`config.mk`:
```
export PLATFORM = sky130hd
export DESIGN_NAME = quoted_printable_decoder_top
export DESIGN_NICKNAME = d
export VERILOG_FILES = /design/src/design/qpd_pkg.sv /design/src/design/qpd_front.sv /design/src/design/qpd_queue.sv /design/src/design/qpd_back.sv /design/src/design/quoted_printable_decoder_top.sv
export SDC_FILE = /design/constraint.sdc
export NUM_CORES = 1
export LEC_CHECK = 0
export BUFFER_PORTS_ARGS = -buffer_cell sky130_fd_sc_hd__buf_2
export CAP_MARGIN = 15
export CORE_MARGIN = 5
export CORE_UTILIZATION = 35
export CTS_CLUSTER_SIZE = 20
export DETAILED_ROUTE_END_ITERATION = 12
export PLACE_DENSITY = 0.55
export RECOVER_POWER = 50
export SYNTH_ARGS = -nofsm -noshare
export SYNTH_HDL_FRONTEND = slang
export SYNTH_SLANG_ARGS = --single-unit
```
`constraint.sdc`:
```
create_clock -name clock -period 6.8 [get_ports clock]
set_clock_uncertainty 0.2 [all_clocks]
set_input_delay 2.04 -clock clock [delete_from_list [all_inputs] [get_ports clock]]
set_output_delay 2.04 -clock clock [all_outputs]
set_load 0.01 [all_outputs]
```
`src/design/qpd_pkg.sv`:
```
// ----------------------------------------------------------------------------
// qpd_pkg
// Shared types, constants and the hex digit lookup for the quoted-printable
// decoder.
// ----------------------------------------------------------------------------
package qpd_pkg;

   localparam int QPD_QUEUE_DEPTH    = 4;
   localparam int QPD_MAX_OUT        = 3;
   localparam int QPD_COUNT_WIDTH    = 2;
   localparam int QPD_CSR_ADDR_WIDTH = 3;

   localparam logic [7:0] QPD_EQUALS      = 8'h3D;
   localparam logic [3:0] QPD_HIGH_NIBBLE = 4'hF;

   // register index of accept_lowercase_hex
   localparam logic QPD_CSR_IDX_LOWERCASE = 1'b0;

   typedef enum logic [2:0] {
      QPD_IDLE  = 3'b001,
      QPD_EQ    = 3'b010,
      QPD_DIGIT = 3'b100
   } qpd_phase_type;

   typedef struct packed {
      logic [QPD_MAX_OUT-1:0][7:0] data;
      logic [QPD_COUNT_WIDTH-1:0]  count;
      logic                        last;
   } qpd_cmd_type;

   typedef struct packed {
      logic full;
      logic empty;
   } qpd_queue_status_type;

   typedef struct packed {
      logic       valid;
      logic [3:0] value;
   } qpd_hex_type;

   function automatic qpd_hex_type qpd_hex(input logic [7:0] c, input logic lower);
      qpd_hex_type r;
      r.valid = 1'b1;
      r.value = c[3:0];
      if (c >= 8'h30 && c <= 8'h39) begin
         r.value = c[3:0];
      end else if (c >= 8'h41 && c <= 8'h46) begin
         r.value = c[3:0] + 4'd9;
      end else if (lower && c >= 8'h61 && c <= 8'h66) begin
         r.value = c[3:0] + 4'd9;
      end else begin
         r.valid = 1'b0;
         r.value = QPD_HIGH_NIBBLE;
      end
      return r;
   endfunction

endpackage

```
`src/design/qpd_front.sv`:
```
// ----------------------------------------------------------------------------
// qpd_front
// Tracks the escape state and turns each accepted byte into a command of
// zero to three output bytes.
// ----------------------------------------------------------------------------
module qpd_front
   import qpd_pkg::*;
(
   input  logic        clock,
   input  logic        reset,
   input  logic        accept_i,
   input  logic [7:0]  in_byte_i,
   input  logic        in_last_i,
   input  logic        lower_i,
   output logic        push_o,
   output qpd_cmd_type cmd_o
);

   qpd_phase_type phase_ff, phase_in;
   logic [7:0]    held_ff, held_in;
   qpd_hex_type   digit, hi;
   logic          plain_opens;

   always_comb begin
      digit       = qpd_hex(in_byte_i, lower_i);
      hi          = qpd_hex(held_ff, lower_i);
      plain_opens = (in_byte_i == QPD_EQUALS) && !in_last_i;
      phase_in    = phase_ff;
      held_in     = held_ff;
      cmd_o.data  = '0;
      cmd_o.count = '0;
      cmd_o.last  = in_last_i;
      case (phase_ff)
         QPD_EQ: begin
            if (digit.valid && !in_last_i) begin
               held_in  = in_byte_i;
               phase_in = QPD_DIGIT;
            end else begin
               cmd_o.data[0] = QPD_EQUALS;
               if (plain_opens) begin
                  cmd_o.count = 2'd1;
                  phase_in    = QPD_EQ;
               end else begin
                  cmd_o.data[1] = in_byte_i;
                  cmd_o.count   = 2'd2;
                  phase_in      = QPD_IDLE;
               end
            end
         end
         QPD_DIGIT: begin
            if (digit.valid) begin
               cmd_o.data[0] = {hi.valid ? hi.value : QPD_HIGH_NIBBLE, digit.value};
               cmd_o.count   = 2'd1;
               phase_in      = QPD_IDLE;
            end else begin
               cmd_o.data[0] = QPD_EQUALS;
               cmd_o.data[1] = held_ff;
               if (plain_opens) begin
                  cmd_o.count = 2'd2;
                  phase_in    = QPD_EQ;
               end else begin
                  cmd_o.data[2] = in_byte_i;
                  cmd_o.count   = 2'd3;
                  phase_in      = QPD_IDLE;
               end
            end
         end
         default: begin
            if (plain_opens) begin
               phase_in = QPD_EQ;
            end else begin
               cmd_o.data[0] = in_byte_i;
               cmd_o.count   = 2'd1;
               phase_in      = QPD_IDLE;
            end
         end
      endcase
      if (in_last_i) begin
         phase_in = QPD_IDLE;
      end
   end

   assign push_o = accept_i && (cmd_o.count != '0);

   always_ff @(posedge clock) begin
      if (reset) begin
         phase_ff <= QPD_IDLE;
      end else if (accept_i) begin
         phase_ff <= phase_in;
      end
   end

   always_ff @(posedge clock) begin
      if (accept_i) begin
         held_ff <= held_in;
      end
   end

   a_last_returns_idle: assert property (@(posedge clock) disable iff (reset)
      (accept_i && in_last_i) |=> (phase_ff == QPD_IDLE))
      else $error("escape still pending after end of string");

   a_last_always_emits: assert property (@(posedge clock) disable iff (reset)
      (accept_i && in_last_i) |-> push_o)
      else $error("end of string produced no transfer");

endmodule

```
`src/design/qpd_queue.sv`:
```
// ----------------------------------------------------------------------------
// qpd_queue
// Short command queue between the classifier and the output sequencer.
// ----------------------------------------------------------------------------
module qpd_queue
   import qpd_pkg::*;
#(
   parameter int DEPTH = QPD_QUEUE_DEPTH
) (
   input  logic                 clock,
   input  logic                 reset,
   input  logic                 push_i,
   input  qpd_cmd_type          cmd_i,
   input  logic                 pop_i,
   output qpd_cmd_type          head_o,
   output qpd_queue_status_type status_o
);

   localparam int PTR_W = (DEPTH > 1) ? $clog2(DEPTH) : 1;
   localparam int CNT_W = $clog2(DEPTH + 1);

   qpd_cmd_type      entries [DEPTH];
   logic [PTR_W-1:0] wr_ptr_ff, wr_ptr_in;
   logic [PTR_W-1:0] rd_ptr_ff, rd_ptr_in;
   logic [CNT_W-1:0] count_ff, count_in;
   logic             do_push, do_pop;

   assign status_o.full  = (count_ff == CNT_W'(DEPTH));
   assign status_o.empty = (count_ff == '0);
   assign do_push        = push_i && !status_o.full;
   assign do_pop         = pop_i && !status_o.empty;
   assign head_o         = entries[rd_ptr_ff];

   always_comb begin
      wr_ptr_in = wr_ptr_ff;
      rd_ptr_in = rd_ptr_ff;
      count_in  = count_ff;
      if (do_push) begin
         wr_ptr_in = (wr_ptr_ff == PTR_W'(DEPTH - 1)) ? '0 : wr_ptr_ff + 1'b1;
      end
      if (do_pop) begin
         rd_ptr_in = (rd_ptr_ff == PTR_W'(DEPTH - 1)) ? '0 : rd_ptr_ff + 1'b1;
      end
      if (do_push && !do_pop) begin
         count_in = count_ff + 1'b1;
      end else if (do_pop && !do_push) begin
         count_in = count_ff - 1'b1;
      end
   end

   always_ff @(posedge clock) begin
      if (reset) begin
         wr_ptr_ff <= '0;
         rd_ptr_ff <= '0;
         count_ff  <= '0;
      end else begin
         wr_ptr_ff <= wr_ptr_in;
         rd_ptr_ff <= rd_ptr_in;
         count_ff  <= count_in;
      end
   end

   always_ff @(posedge clock) begin
      if (do_push) begin
         entries[wr_ptr_ff] <= cmd_i;
      end
   end

   a_no_push_when_full: assert property (@(posedge clock) disable iff (reset)
      push_i |-> !status_o.full)
      else $error("command pushed into full queue");

   a_count_bound: assert property (@(posedge clock) disable iff (reset)
      count_ff <= CNT_W'(DEPTH))
      else $error("queue count out of range");

endmodule

```
`src/design/qpd_back.sv`:
```
// ----------------------------------------------------------------------------
// qpd_back
// Walks the bytes of the oldest command and presents them one at a time on
// the result channel.
// ----------------------------------------------------------------------------
module qpd_back
   import qpd_pkg::*;
(
   input  logic                 clock,
   input  logic                 reset,
   input  qpd_cmd_type          head_i,
   input  qpd_queue_status_type status_i,
   input  logic                 pop,
   output logic                 empty,
   output logic [7:0]           out_byte_o,
   output logic                 out_last_o,
   output logic                 release_o
);

   logic [QPD_COUNT_WIDTH-1:0] idx_ff, idx_in;
   logic                       final_byte;
   logic                       take;

   assign empty      = status_i.empty;
   assign take       = pop && !status_i.empty;
   assign final_byte = (idx_ff == (head_i.count - 1'b1));
   assign out_last_o = head_i.last && final_byte;
   assign release_o  = take && final_byte;

   always_comb begin
      case (idx_ff)
         2'd0:    out_byte_o = head_i.data[0];
         2'd1:    out_byte_o = head_i.data[1];
         2'd2:    out_byte_o = head_i.data[2];
         default: out_byte_o = head_i.data[0];
      endcase
   end

   always_comb begin
      idx_in = idx_ff;
      if (take) begin
         idx_in = final_byte ? '0 : idx_ff + 1'b1;
      end
   end

   always_ff @(posedge clock) begin
      if (reset) begin
         idx_ff <= '0;
      end else begin
         idx_ff <= idx_in;
      end
   end

   a_idx_in_range: assert property (@(posedge clock) disable iff (reset)
      !status_i.empty |-> (idx_ff < head_i.count))
      else $error("byte index beyond command length");

endmodule

```
`src/design/quoted_printable_decoder_top.sv`:
```
// ----------------------------------------------------------------------------
// quoted_printable_decoder_top
// Streaming quoted-printable decoder, one encoded byte per transfer in.
//
// Input channel: push/full with req_in_byte and req_in_last; a transfer
// happens on a clock edge with push high and full low. Result channel:
// empty/pop with rsp_out_byte and rsp_out_last; the oldest result is shown
// while empty is low and leaves on an edge with pop high.
// Each input byte yields zero to three result bytes. A result is registered
// into the command queue by the input transfer that causes it. The input
// side takes one byte every cycle while full is low; the result side gives
// one byte per cycle while pop is high, so an input that causes three results
// holds the result side until all three have left. A four-entry command queue
// between the classifier and the output sequencer absorbs this; full rises
// only when the queue fills because the receiver stalls or falls behind.
// The APB port holds accept_lowercase_hex at addresses 0 to 3 (reset value 1);
// write it only while the block is idle.
// Reset clears the escape state and the queue; no bytes are held after it.
// ----------------------------------------------------------------------------
module quoted_printable_decoder_top
   import qpd_pkg::*;
#(
   parameter int QUEUE_DEPTH = QPD_QUEUE_DEPTH
) (
   input  logic                          clock,
   input  logic                          reset,
   input  logic                          push,
   output logic                          full,
   input  logic [7:0]                    req_in_byte,
   input  logic                          req_in_last,
   output logic                          empty,
   input  logic                          pop,
   output logic [7:0]                    rsp_out_byte,
   output logic                          rsp_out_last,
   input  logic                          psel,
   input  logic                          penable,
   input  logic                          pwrite,
   input  logic [QPD_CSR_ADDR_WIDTH-1:0] paddr,
   input  logic [31:0]                   pwdata,
   output logic [31:0]                   prdata,
   output logic                          pready
);

   logic                 lower_ff, lower_in;
   logic                 csr_hit;
   logic                 accept;
   logic                 front_push;
   logic                 back_release;
   qpd_cmd_type          front_cmd;
   qpd_cmd_type          queue_head;
   qpd_queue_status_type queue_status;

   assign pready  = 1'b1;
   assign csr_hit = (paddr[QPD_CSR_ADDR_WIDTH-1] == QPD_CSR_IDX_LOWERCASE);
   assign prdata  = csr_hit ? {31'b0, lower_ff} : 32'b0;

   always_comb begin
      lower_in = lower_ff;
      if (psel && penable && pwrite && pready && csr_hit) begin
         lower_in = pwdata[0];
      end
   end

   always_ff @(posedge clock) begin
      if (reset) begin
         lower_ff <= 1'b1;
      end else begin
         lower_ff <= lower_in;
      end
   end

   assign full   = queue_status.full;
   assign accept = push && !full;

   qpd_front u_front (
      .clock     (clock),
      .reset     (reset),
      .accept_i  (accept),
      .in_byte_i (req_in_byte),
      .in_last_i (req_in_last),
      .lower_i   (lower_ff),
      .push_o    (front_push),
      .cmd_o     (front_cmd)
   );

   qpd_queue #(
      .DEPTH (QUEUE_DEPTH)
   ) u_queue (
      .clock    (clock),
      .reset    (reset),
      .push_i   (front_push),
      .cmd_i    (front_cmd),
      .pop_i    (back_release),
      .head_o   (queue_head),
      .status_o (queue_status)
   );

   qpd_back u_back (
      .clock      (clock),
      .reset      (reset),
      .head_i     (queue_head),
      .status_i   (queue_status),
      .pop        (pop),
      .empty      (empty),
      .out_byte_o (rsp_out_byte),
      .out_last_o (rsp_out_last),
      .release_o  (back_release)
   );

endmodule
```
### Word level (Yosys, flattened, before mapping)

Memories as Yosys holds them, arrays and structs flattened. A register that Yosys moved wholly into a read port is not among the register bits.
Index checks and enable logic that the tools add are counted.

| word-level totals | value |
|---|---|
| RAM bits | 108 |
| register bits | 21 |
| input bits | 51 |
| output and inout port bits | 44 |
| memories | 1 |

Memories:

| name | depth | bits a word | rd ports | clocked after memory_dff | wr ports | line | source |
|---|---|---|---|---|---|---|---|
| u_queue.entries | 4 | 27 | 1 | 1 | 1 | qpd_queue.sv:22 | `qpd_cmd_type entries [DEPTH];` |

| operators by class | value |
|---|---|
| $lt $le $gt $ge | 12 |
| mux-type cells | 39 |
| reductions and logical operators | 31 |
| add/sub/neg operators | 8 |
| bitwise operators | 1 |
| equal/unequal tests | 9 |

Operator list:

| operator | count |
|---|---|
| $ge 8x7->1 const B | 4 |
| $le 8x7->1 const B | 4 |
| $pmux 8 s2 | 2 |
| $mux 4 | 7 |
| $logic_and 1x1->1 | 22 |
| $mux 10 | 2 |
| $pmux 10 s2 | 1 |
| $mux 18 | 1 |
| $ge 8x6->1 const B | 2 |
| $le 8x6->1 const B | 2 |
| $mux 16 | 1 |
| $mux 8 | 2 |
| $mux 3 | 5 |
| $mux 2 | 7 |
| $mux 1 | 10 |
| $add 4x4->4 const B | 2 |
| $eq 8x6->1 const B | 1 |
| $add 2x1->2 const B | 3 |
| $eq 2x2->1 const B | 3 |
| $eq 3x3->1 const B | 2 |
| $pmux 3 s2 | 1 |
| $logic_not 1->1 | 5 |
| $reduce_bool 2->1 | 2 |
| $add 3x1->3 const B | 1 |
| other kinds (8) | 8 |

### Logic depth before layout (Yosys ltp)

| depth | value |
|---|---|
| depth in word-level cells | 16 |
| mapped depth | 12 |

### Hierarchy

Synthesis repeated with hierarchy kept, for this count alone.

| unflattened totals | value |
|---|---|
| cell total of the unflattened synthesis | 404 |
| area total of the unflattened synthesis | 6,140.9 sq um |

Modules (own cells, without submodules):

| module | cells an instance | times used | seq. area each (sq um) | area each (sq um) |
|---|---|---|---|---|
| qpd_queue | 191 | 1 | 3,423.3 | 4,399.2 |
| qpd_front | 126 | 1 | 300.3 | 1,081.0 |
| qpd_back | 46 | 1 | 40.0 | 339.1 |
| quoted_printable_decoder_top | 41 | 1 | 20.0 | 321.6 |

### Worst setup path before layout

Ideal clock, no wire load.

| timing | value |
|---|---|
| kind | input-to-reg |
| start | input req_in_byte[1] |
| end | register u_queue.count_ff[2] |
| arrival time | 4.624 ns |
| setup slack | 1.905 ns |
| data required time | 6.530 ns |
| stages | 12 |
| buffers on the path | 0 |
| cells stage by stage | inv_1 > ha_1 > nand3_1 > o31ai_1 > o211ai_1 > a21oi_1 > ha_1 > inv_1 > fa_1 > xor2_1 > or3_1 > a21oi_1 |

| between the ends | value |
|---|---|
| longest elaborated chain between the ends | 15 |

Ends and longest elaborated chain:

| what | line | source |
|---|---|---|
| from (decl) | quoted_printable_decoder_top.sv:29 | `input logic [7:0] req_in_byte,` |
| $ge 8x7->1 | qpd_pkg.sv:49 | `end else if (lower && c >= 8'h61 && c <= 8'h66) begin` |
| $logic_and 1x1->1 (2 in a row) | qpd_pkg.sv:49 |  |
| $mux 1 | qpd_pkg.sv:49 |  |
| $mux 1 | qpd_pkg.sv:47 | `end else if (c >= 8'h41 && c <= 8'h46) begin` |
| $mux 1 | qpd_pkg.sv:45 | `if (c >= 8'h30 && c <= 8'h39) begin` |
| $logic_and 1x1->1 | qpd_front.sv:35 | `if (digit.valid && !in_last_i) begin` |
| $mux 18 | qpd_front.sv:35 |  |
| $pmux 10 s2 (*) | qpd_front.sv:33 | `case (phase_ff)` |
| $reduce_bool 2->1 (*) | qpd_front.sv:83 | `assign push_o = accept_i && (cmd_o.count != '0);` |
| $logic_and 1x1->1 (*) | qpd_front.sv:83 |  |
| $logic_and 1x1->1 (*) | qpd_queue.sv:30 | `assign do_push = push_i && !status_o.full;` |
| via u_queue.do_push | qpd_queue.sv:26 | `logic do_push, do_pop;` |
| $logic_not 1->1 | qpd_queue.sv:46 | `end else if (do_pop && !do_push) begin` |
| $logic_and 1x1->1 | qpd_queue.sv:46 |  |
| $reduce_bool 2->1 (no source line) | -- |  |
| to (signal assigned) | qpd_queue.sv:59 | `count_ff <= count_in;` |
| to (decl) | qpd_queue.sv:25 | `logic [CNT_W-1:0] count_ff, count_in;` |

Mark *: on every way through the listed nets, which the timed path passes. The rest lies on a longest branch.
A chain may end at the register's enable or synchronous reset.

### Final worst setup path

| timing | value |
|---|---|
| start | input req_in_byte[0] |
| end | register u_queue.count_ff[2] |

Same word-level chain as after synthesis.

==> qor.yml <==
vias: 3428
worstSetupPathDepth: 12
worst_setup_path_end_kind: "register"
worst_path_largest_cell_delay_ps: 680
fmaxAchievable_mhz: 187.3
status: "finished clean"
initial_core_util: 0.3522
diodes: 0
gp_congestion: 0.8471
hold_ws_ps: 292.2
cp.arrival_ps: 5480
cts_inserted_buffers: 17
crit_slowest_cell: "o31ai_1"
vdd_drop_max_v: 0.0001807
track_usage: 0.1304
die_h_um: 141.2
synthTopCellsByArea: "edfxtp_1, mux4_2, dfxtp_1"
holdBufCountCts: 0
dp_hpwl_um: 8217
cts-root-buf: "clkbuf_16"
slew_violations: 0
grt_pass1_vias: 3541
cts_buffer_depth: 2
p_total_mw: 2.288
synth_common_cells: "edfxtp_1, buf_4, mux4_2"
die_x_um: 141.2
cts.clk_slew.worst_paths_ps: 60
io-pin-count: 95
ff_latch_area_um2: 3785
rows: 48
ys_ff_latch: 131
n_fill_cell: 1606
r2r_slack_ps: 3170
post_cts_buffers: 0
cts_tree: "yes"
yosysWarnings: 0
drtIter0Drc: 344
hold_viol_final: 0
rsz0062_at_grt: "no"
setup_viol: 0
fin_nets: 508
power_per_cell_area_nw_per_um2: 335.5
drive_above_1_share: 0.1876
rr_endpoint: "u_queue.count_ff[2]"
fin_setup_tns_ps: 0
area_growth_pct: 13.12
leakage_nw: 2.327
grt_max_degree: 28
drc: 0
start_kind: "input pin"
synth_area_leader_cell: "edfxtp_1"
cts_resized: 0
ys_types: 54
crit_end: "u_queue.count_ff[2]"
ys_seq_area_frac: 0.6276
synth_top_area_frac: 0.5778
first_pass_iters: 4
crit_chain: "clkbuf_1 > ha_1 > nand3_1 > o31ai_1 > o211ai_1 > a21oi_1 > ha_1 > inv_1 > fa_1 > xor2_1 > or3_1 > a21oi_1"
syn_area_per_cell_um2: 14.78
multi_input_area_um2: 1993
via_per_inst: 5.056
worstMarginPinSlew_ps: 1157
synth_area_um2: 6028
synth_most_common_cell: "edfxtp_1"
async_flop_share: 0
path_class: "input pin to register"
die-area_um2: 19950
critical_path_required_ps: 6940
finalWirelength_um: 12630
synth_edf_count: 116
cts.sink_count: 131
rr_worst_depth: 10
final_area_um2: 6819
clock_latency_ps: 410
critPathMaxFanout: 8
worstPathBufferInverterCount: 2
synth_flop_cell: "edfxtp_1"
wl_per_cell_um: 18.63
max_slew_margin: 0.2192
layout_min_cycle_time_ps: 5339
crit_start: "req_in_byte[0]"
core_um2: 17120
drtAntennaViolNets: 0
portBuffers: 29
globalRouteOverflowTotal: 0
timing.max_cap.violations: 0
critical_path.top_delay_family: "compound AO/OA/AOI/OAI gates"
grt_pass1_wl_um: 19770
antenna_found_initial: 0
placedInstanceArea_um2: 6279
finalCritPeriodShare: 0.7852
hp-class: "register to register"
cts_max_level: 4
syn_inst: 408
power breakdown:
part | leakage (nW) | internal, mW | switching (mW)
logic | 0.855 | 0.181 | 0.243
registers | 1.21 | 0.965 | 0.0321
clock network | 0.265 | 0.534 | 0.332
total | 2.33 | 1.68 | 0.607
metrics by stage:
step                setup slack (ps)  utilization  std cells
floorplan                       1905            -        438
global placement                1238       0.3668        648
detailed placement              1104       0.3668        648
CTS                             1537       0.3998        678
global route                    1137       0.3984        678
finish                          1461       0.3984        678
cell families (layout without fill, tap and decap cells):
family | after synthesis | after routing | synth area share
compound gates | 71 | 71 | 0.07784
xor+xnor | 5 | 5 | 0.007266
fa+ha+maj | 15 | 15 | 0.03238
buf+inv | 59 | 74 | 0.05957
flops | 131 | 131 | 0.6276
mux | 33 | 33 | 0.1110
other cells | 2 | 32 | 0.001246
simple gates | 92 | 92 | 0.08302
routing by layer:
metal	GRT usage	share of wire	vias to the layer above
met5	0	0	-
met4	0.05354	0.012	0
met3	0.02714	0.046	10
met2	0.2072	0.49	102
met1	0.1748	0.45	1727
li1	-	-	1589
worst min-delay path, stage by stage, from the launching register on:
cell and delay, ps:
dfxtp_1 320, nand2_1 60, a21oi_1 70
area by class of cell:
class,count,area share
multi-input cells,248,0.2923
repair buffers,31,0.02147
flip-flops and latches,131,0.5550
well taps,225,0.04128
inverters,13,0.007156
clock inverters,13,0.02037
clock buffers,17,0.06239
worst min-delay path by stage:
stage          depth (start not counted)            startpoint  slack, ps  endpoint
2_1_floorplan                          2  u_queue.rd_ptr_ff[0]        260  register
3_3_place_gp                           2  u_queue.rd_ptr_ff[0]        270  register
3_5_place_dp                           2  u_queue.rd_ptr_ff[0]        290  register
4_1_cts                                2  u_queue.rd_ptr_ff[0]        300  register
5_1_grt                                2  u_queue.rd_ptr_ff[0]        350  register
6_report                               2  u_queue.rd_ptr_ff[0]        290  register
cell usage in the layout (no fill, tap or decap), types with 5 or more instances in the layout:
cell type | netlist | final
clkbuf_16 | 0 | 17
clkbuf_1 | 8 | 11
a22o_1 | 5 | 5
nand3_1 | 7 | 7
conb_1 | 2 | 32
ha_1 | 14 | 14
a22oi_1 | 8 | 8
dfxtp_1 | 15 | 14
nor3_1 | 8 | 8
buf_2 | 1 | 18
nor3b_1 | 6 | 6
nand2_1 | 24 | 24
edfxtp_1 | 116 | 116
and2_0 | 0 | 6
o21ai_0 | 19 | 19
inv_1 | 13 | 13
mux4_2 | 27 | 27
nor2_1 | 15 | 15
a21oi_1 | 14 | 14
mux2i_1 | 5 | 5
or3_1 | 5 | 5
state kept, by name (all words and copies together) (netlist names), named ones only:
name	flops
u_queue.entries	108
u_back.idx_ff	2
u_front.held_ff	8
u_front.phase_ff	3
u_queue.count_ff	3
u_queue.rd_ptr_ff	2
u_queue.wr_ptr_ff	2
lower_ff	1
Power figures use the tool's default switching activity.
